**src/pcne_pkg.sv**
```systemverilog
package pcne_pkg;

    // header geometry
    localparam int HEADER_LEN = 21;
    localparam int POS_W      = 5;

    // phase codes, also given out as status
    localparam logic [2:0] PH_SEARCH = 3'd0;
    localparam logic [2:0] PH_LENGTH = 3'd1;
    localparam logic [2:0] PH_NAME   = 3'd2;
    localparam logic [2:0] PH_DONE   = 3'd3;
    localparam logic [2:0] PH_ERROR  = 3'd4;

    localparam logic [7:0] TERM_RESET = 8'h3f;

    // header byte patterns, first and second encoding
    localparam logic [7:0] HDR_FIRST [32] = '{
        8'h02, 8'h00, 8'h07, 8'h70, 8'h75, 8'h62, 8'h6c, 8'h69,
        8'h73, 8'h68, 8'h00, 8'h00, 8'h00, 8'h00, 8'h00, 8'h00,
        8'h00, 8'h00, 8'h00, 8'h05, 8'h02, 8'h00, 8'h00, 8'h00,
        8'h00, 8'h00, 8'h00, 8'h00, 8'h00, 8'h00, 8'h00, 8'h00
    };
    localparam logic [7:0] HDR_SECOND [32] = '{
        8'h06, 8'h00, 8'h07, 8'h70, 8'h75, 8'h62, 8'h6c, 8'h69,
        8'h73, 8'h68, 8'h00, 8'h00, 8'h00, 8'h00, 8'h00, 8'h00,
        8'h00, 8'h00, 8'h00, 8'h01, 8'h06, 8'h00, 8'h00, 8'h00,
        8'h00, 8'h00, 8'h00, 8'h00, 8'h00, 8'h00, 8'h00, 8'h00
    };
    // positions that are compared; the transaction id bytes are don't-care
    localparam logic [31:0] HDR_CARE = 32'h0018_07ff;

    function automatic logic [7:0] hdr_byte(input logic alt, input logic [POS_W-1:0] pos);
        hdr_byte = alt ? HDR_SECOND[pos] : HDR_FIRST[pos];
    endfunction

endpackage

```
**src/publish_command_name_extractor.sv**
```systemverilog
// publish command name extractor
// input channel: one raw stream byte per word on byte_in, in_valid/in_ready.
// output channel: one result word for every input word, out_valid/out_ready,
// carrying status (phase after the byte), name_valid, name_byte, name_last
// and used_alt_encoding.
// the block looks for a 21-byte publish header in either encoding, then
// reads a big-endian 16-bit name length and gives out the name bytes;
// capture stops on the length or on the name_terminator byte.
// the result of a byte is registered and is on the output in the cycle after it is taken.
// throughput: one byte per cycle while the receiver takes the results; all work of a byte is done in the cycle it
// is taken and lands in the output register.
// in_ready is high while the output register is empty or being read, so a
// stalled receiver holds the result and stops input after one word.
// cfg_wr_en/cfg_wr_data write name_terminator, no read-back.
// reset: search phase, both matchers at position zero, terminator 63,
// output register empty.
module publish_command_name_extractor
(
    input  logic       clk,
    input  logic       rst_n,
    input  logic       cfg_wr_en,
    input  logic [7:0] cfg_wr_data,
    input  logic       in_valid,
    output logic       in_ready,
    input  logic [7:0] byte_in,
    output logic       out_valid,
    input  logic       out_ready,
    output logic [2:0] status,
    output logic       name_valid,
    output logic [7:0] name_byte,
    output logic       name_last,
    output logic       used_alt_encoding
);

    logic        in_fire;
    logic        match_en;
    logic        hit_first;
    logic        hit_second;
    logic        hit_any;

    logic [7:0]  term_reg;
    logic [2:0]  phase_reg,    phase_next;
    logic [1:0]  len_cnt_reg,  len_cnt_next;
    logic [1:0]  len_cnt_inc;
    logic [15:0] name_len_reg, name_len_next;
    logic [15:0] name_cnt_reg, name_cnt_next;
    logic        alt_reg,      alt_next;
    logic        valid_next;
    logic        last_next;
    logic [7:0]  byte_next;

    logic        out_valid_reg;
    logic [2:0]  status_reg;
    logic        name_valid_reg;
    logic [7:0]  name_byte_reg;
    logic        name_last_reg;
    logic        alt_out_reg;

    assign in_ready = !out_valid_reg || out_ready;
    assign in_fire  = in_valid && in_ready;
    assign match_en = in_fire && (phase_reg == pcne_pkg::PH_SEARCH);
    assign hit_any  = hit_first || hit_second;

    // header matchers, one per encoding
    pcne_matcher u_match_first
    (
        .clk     (clk),
        .rst_n   (rst_n),
        .alt     (1'b0),
        .en      (match_en),
        .clr     (hit_any),
        .byte_in (byte_in),
        .hit     (hit_first)
    );

    pcne_matcher u_match_second
    (
        .clk     (clk),
        .rst_n   (rst_n),
        .alt     (1'b1),
        .en      (match_en),
        .clr     (hit_any),
        .byte_in (byte_in),
        .hit     (hit_second)
    );

    // terminator register
    always_ff @(posedge clk or negedge rst_n)
    begin
        if (!rst_n)
            term_reg <= pcne_pkg::TERM_RESET;
        else if (cfg_wr_en)
            term_reg <= cfg_wr_data;
    end

    // phase and counter update for one byte
    always_comb
    begin
        phase_next    = phase_reg;
        len_cnt_next  = len_cnt_reg;
        name_len_next = name_len_reg;
        name_cnt_next = name_cnt_reg;
        alt_next      = alt_reg;
        valid_next    = 1'b0;
        last_next     = 1'b0;
        byte_next     = 8'h00;
        len_cnt_inc   = len_cnt_reg + 2'd1;
        case (phase_reg)
            pcne_pkg::PH_SEARCH:
            begin
                if (hit_any)
                begin
                    alt_next      = !hit_first;
                    len_cnt_next  = '0;
                    name_len_next = '0;
                    name_cnt_next = '0;
                    phase_next    = pcne_pkg::PH_LENGTH;
                end
            end
            pcne_pkg::PH_LENGTH:
            begin
                name_len_next = {name_len_reg[7:0], byte_in};
                len_cnt_next  = len_cnt_inc;
                if (len_cnt_inc >= 2'd2)
                begin
                    len_cnt_next = '0;
                    phase_next   = (name_len_next == 16'd0) ? pcne_pkg::PH_ERROR
                                                            : pcne_pkg::PH_NAME;
                end
            end
            pcne_pkg::PH_NAME:
            begin
                if (byte_in == term_reg)
                begin
                    last_next  = 1'b1;
                    phase_next = pcne_pkg::PH_DONE;
                end
                else
                begin
                    valid_next    = 1'b1;
                    byte_next     = byte_in;
                    name_cnt_next = name_cnt_reg + 16'd1;
                    if (name_cnt_next >= name_len_reg)
                    begin
                        last_next  = 1'b1;
                        phase_next = pcne_pkg::PH_DONE;
                    end
                end
            end
            pcne_pkg::PH_DONE:
            begin
                phase_next = pcne_pkg::PH_DONE;
            end
            default:
            begin
                phase_next = pcne_pkg::PH_ERROR;
            end
        endcase
    end

    // state registers, moved only by an accepted word
    always_ff @(posedge clk or negedge rst_n)
    begin
        if (!rst_n)
        begin
            phase_reg    <= pcne_pkg::PH_SEARCH;
            len_cnt_reg  <= '0;
            name_len_reg <= '0;
            name_cnt_reg <= '0;
            alt_reg      <= 1'b0;
        end
        else if (in_fire)
        begin
            phase_reg    <= phase_next;
            len_cnt_reg  <= len_cnt_next;
            name_len_reg <= name_len_next;
            name_cnt_reg <= name_cnt_next;
            alt_reg      <= alt_next;
        end
    end

    // output valid
    always_ff @(posedge clk or negedge rst_n)
    begin
        if (!rst_n)
            out_valid_reg <= 1'b0;
        else if (in_fire)
            out_valid_reg <= 1'b1;
        else if (out_ready)
            out_valid_reg <= 1'b0;
    end

    // output payload
    always_ff @(posedge clk)
    begin
        if (in_fire)
        begin
            status_reg     <= phase_next;
            name_valid_reg <= valid_next;
            name_byte_reg  <= byte_next;
            name_last_reg  <= last_next;
            alt_out_reg    <= alt_next;
        end
    end

    assign out_valid         = out_valid_reg;
    assign status            = status_reg;
    assign name_valid        = name_valid_reg;
    assign name_byte         = name_byte_reg;
    assign name_last         = name_last_reg;
    assign used_alt_encoding = alt_out_reg;

    // status shown always matches the phase held inside
    a_status_phase: assert property (@(posedge clk) disable iff (!rst_n)
        out_valid |-> status == phase_reg)
        else $error("status differs from phase");

    // name bytes only while in name or at its end
    a_valid_phase: assert property (@(posedge clk) disable iff (!rst_n)
        (out_valid && name_valid) |->
            (status == pcne_pkg::PH_NAME || status == pcne_pkg::PH_DONE))
        else $error("name byte outside name phase");

    // last word of a name always moves to done
    a_last_done: assert property (@(posedge clk) disable iff (!rst_n)
        (out_valid && name_last) |-> status == pcne_pkg::PH_DONE)
        else $error("name_last without done");

    // non-name words carry a zero byte
    a_byte_zero: assert property (@(posedge clk) disable iff (!rst_n)
        (out_valid && !name_valid) |-> name_byte == 8'h00)
        else $error("name_byte not zero when invalid");

    // done and error are sticky
    a_sticky: assert property (@(posedge clk) disable iff (!rst_n)
        (phase_reg == pcne_pkg::PH_DONE || phase_reg == pcne_pkg::PH_ERROR)
            |=> phase_reg == $past(phase_reg))
        else $error("terminal phase left");

endmodule

```
**src/pcne_matcher.sv**
```systemverilog
module pcne_matcher
(
    input  logic       clk,
    input  logic       rst_n,
    input  logic       alt,
    input  logic       en,
    input  logic       clr,
    input  logic [7:0] byte_in,
    output logic       hit
);

    logic [pcne_pkg::POS_W-1:0] pos_reg;
    logic [pcne_pkg::POS_W-1:0] pos_next;
    logic [pcne_pkg::POS_W:0]   pos_inc;
    logic                       miss;

    // compare the byte at the current position
    assign miss    = pcne_pkg::HDR_CARE[pos_reg]
                     && (pcne_pkg::hdr_byte(alt, pos_reg) != byte_in);
    assign pos_inc = {1'b0, pos_reg} + {{pcne_pkg::POS_W{1'b0}}, 1'b1};
    assign hit     = en && !miss
                     && (pos_inc >= pcne_pkg::HEADER_LEN[pcne_pkg::POS_W:0]);

    // advance, drop to zero on a mismatch, clear on any header found
    always_comb
    begin
        pos_next = pos_reg;
        if (en)
        begin
            if (miss || hit || clr)
                pos_next = '0;
            else
                pos_next = pos_inc[pcne_pkg::POS_W-1:0];
        end
    end

    always_ff @(posedge clk or negedge rst_n)
    begin
        if (!rst_n)
            pos_reg <= '0;
        else
            pos_reg <= pos_next;
    end

endmodule
```
**config.mk**
```make
export PLATFORM = sky130hd
export DESIGN_NAME = publish_command_name_extractor
export DESIGN_NICKNAME = d
export VERILOG_FILES = /design/src/pcne_pkg.sv /design/src/publish_command_name_extractor.sv /design/src/pcne_matcher.sv
export SDC_FILE = /design/constraint.sdc
export NUM_CORES = 1
export LEC_CHECK = 0
export BUFFER_PORTS_ARGS = -buffer_cell sky130_fd_sc_hd__buf_2
export CORE_MARGIN = 2
export CORE_UTILIZATION = 55
export DETAILED_ROUTE_END_ITERATION = 10
export PLACE_DENSITY_LB_ADDON = 0.15
export SETUP_SLACK_MARGIN = 0.05
export SYNTH_ARGS = -nofsm -noshare
export SYNTH_HDL_FRONTEND = slang
export SYNTH_HIERARCHICAL = 1
export SYNTH_SLANG_ARGS = --single-unit
```
**constraint.sdc**
```tcl
create_clock -name clk -period 3.55 [get_ports clk]
set_clock_uncertainty 0.05 [all_clocks]
set_input_delay 0.355 -clock clk [delete_from_list [all_inputs] [get_ports clk]]
set_output_delay 0.355 -clock clk [all_outputs]
set_load 0.005 [all_outputs]
```
==> results_dict.tcl <==
set metrics [dict create \
    status "completed" \
    max_freq_ghz 0.303 \
    dp_cells 643 \
    worstPathRequired_ns 3.75 \
    clk_pin_slew_ns 0.09 \
    startpoint "u_match_second/pos_reg[0]" \
    ys_top_cells_by_area "dfrtp_1 25%, edfxtp_1 8.3%, ha_1 7.9%" \
    io_pins 37 \
    ys_seq_area_frac 0.367 \
    rsz0062_at_grt "true" \
    synth.avg_cell_area_um2 9.88 \
    wire_per_inst_um 17.5 \
    num_antenna_cells 0 \
    core_area_um2 8810 \
    detail_route.vias_per_cell 6.07 \
    die_y_um 99.9 \
    vias 4000 \
    first_iter_violations 155 \
    gp_congestion 0.895 \
    track_usage 0.245 \
    setup_tns_ns 0 \
    synth_area_um2 5060 \
    htreeDepth 3 \
    grt_pass1_vias 3815 \
    cts_hold_buf 0 \
    finalHoldViolCount 0 \
    total_power_uw 2320 \
    period_needed_ns 3.30 \
    r2r_start "u_match_second/pos_reg[0]" \
    synth_xor_area_frac 0.0500 \
    ys_seq_elements 71 \
    ys_warn_count 6 \
    setup_viol 0 \
    synthSimpleGateAreaFrac 0.211 \
    die_area_um2 9980 \
    async_flop_share 0.803 \
    area_delta_synth_final_pct 8.24 \
    worstMarginPinSlew_ns 0.974 \
    worstSetupEndpointType "register" \
    yosysTopAreaCell "dfrtp_1" \
    fp.dieW_um 99.9 \
    synth_top_flop_cell "dfrtp_1" \
    synth-adder-area-share 0.0792 \
    grt_pass1_wl_um 19400 \
    synth_compound_area_frac 0.194 \
    grt_max_degree 37 \
    drv_slew 0 \
    clockBufferDepth 2 \
    cts_tree "built" \
    rows 34 \
    cts_buffers 9 \
    synth-edff-count 14 \
    instances_no_fill 659 \
    max-cap-violations 0 \
    synthCells 512 \
    reg2reg_slack_ns 0.25 \
    hold_path_class "in -> async" \
    ys_types 96 \
    clkLatencyLatePin_ns 0.36 \
    layout_worst_path_cycle_share 0.930 \
    synth_top_family_by_area "simple AND/OR/NAND/NOR gates" \
    synth_top_area_frac 0.252 \
    cts_sinks 71 \
    postCtsSetupRepairBufs 0 \
    drc 0 \
    io_buffer_count 36 \
    p_leak_uw 0.00238 \
    hpwl_um 8340 \
    crit_path_start_kind "register" \
    peakVddDrop_v 0.000240 \
    slew_headroom 0.348 \
    p_per_area_nw_per_um2 423 \
    ant_nets 0 \
    worst-setup-path-type "reg -> reg" \
    crit_arrival_ns 3.50 \
    dr.pass1.iters 4 \
    worstPathMaxFanout 10 \
    cts-root-buf "clkbuf_8" \
    synthMuxAreaShare 0.0351 \
    wl_um 11500 \
    antenna_found_initial 0 \
    start_util 0.574 \
    nNetsFinal 599 \
    drive_above_1_share 0.207 \
    grt_remaining_overflow 0 \
]
[Yosys cell counts, drive strengths merged (8+ instances only)]
master,n
nor2,32
nand3,18
o22ai,8
xnor2,23
nand2,31
o21ai,16
and2,12
dfrtp,51
a22o,22
buf,21
nand2b,9
and3,13
mux2,11
nor3,13
edfxtp,14
a21oi,21
ha,32
inv,38
[area by class of cell]
class,count,area [um^2]
clock inverter,3,17.5
fill,733,3330
tap,108,135
timing repair buffer,45,248
multi-input combinational,381,2920
inverter,38,143
clock buffer,13,159
sequential,71,1860
[worst max-delay path, cell delays in order, from the launching register on]
cell	delay, ns
dfrtp_2	0.44
ha_1	0.22
inv_1	0.07
ha_1	0.16
nand2b_1	0.06
a22o_1	0.29
a221o_1	0.28
or3_1	0.44
o211ai_1	0.11
a21oi_1	0.07
or2_1	0.26
buf_4	0.18
nand2_4	0.14
nand2_1	0.14
a31o_1	0.29
[layout by cell type, fill, tap and decap left out, types with 4 or more instances in the layout]
cell       Yosys  routed
conb_1         2       6
and2_1        12      11
inv_1         37      37
o21ai_1        4       4
xnor2_1       22      22
o22ai_1        8       8
dfrtp_1       51      49
a2111oi_0      4       4
mux2i_1        5       5
dfstp_2        6       6
nor3_1        11      11
nor2_1        32      31
nand3_1       13      13
buf_2         13      36
clkbuf_8       0      11
o21ai_0       12      12
ha_1          32      31
nor4_1         7       7
buf_4          1       9
nand4_1        6       6
and3_1        10      10
xor2_1         5       5
mux2_2        10      10
a21oi_1       21      21
nand2b_1       8       8
o22a_1         6       6
a22o_1        22      22
nand2_1       29      29
edfxtp_1      14      14
nand3b_1       6       6
nor3b_1        4       4
or3_1          5       5
[what timing repair did]
item                                    CTS  global route
endpoints found under the hold margin     0             0
endpoints found under the setup margin    0            28
resized for setup                         0             6
[path summary, 6_finish.rpt]
| path | end | depth (start not counted) |
|---|---|---|
| setup / recovery | name_cnt_reg[7] | 14 |
| hold / removal | name_len_reg[11] | 1 |
| setup reg to reg | name_cnt_reg[7] | 14 |
| hold reg to reg | alt_reg | 2 |
| max in group asynchronous | term_reg[2] | 2 |
| min in group clk | term_reg[6] | 2 |
[logic make-up after synthesis]
logic type / count (synthesis)
fa+ha+maj: 32
buf+inv: 64
compound gates: 125
flops: 71
mux: 16
xor+xnor: 28
other cells: 2
simple gates: 174
[through the flow]
stage / utilization / hold slack (ns) / worst slack, ns / area, um^2
floorplan: - / 0.00941 / 0.385 / 5070
finish: 0.622 / 0.0547 / 0.250 / 5470
CTS: 0.620 / 0.0745 / 0.245 / 5460
global placement: 0.600 / 0.420 / 0.314 / 5280
global route: 0.622 / 0.115 / 0.0409 / 5470
detailed placement: 0.600 / 0.419 / 0.238 / 5280
[layer usage]
metal / part of all wire / track usage
met3: 0.051 / 0.0390
met1: 0.48 / 0.369
met5: 0 / 0
met4: 0.014 / 0.0811
met2: 0.46 / 0.360
[report_power, final]
group	total (uW)	switching, uW	leakage, uW	internal, uW
Sequential	1110	138	0.000880	977
Combinational	600	332	0.00140	269
Clock	602	310	0.0000943	293
Power figures use the tool's default switching activity.
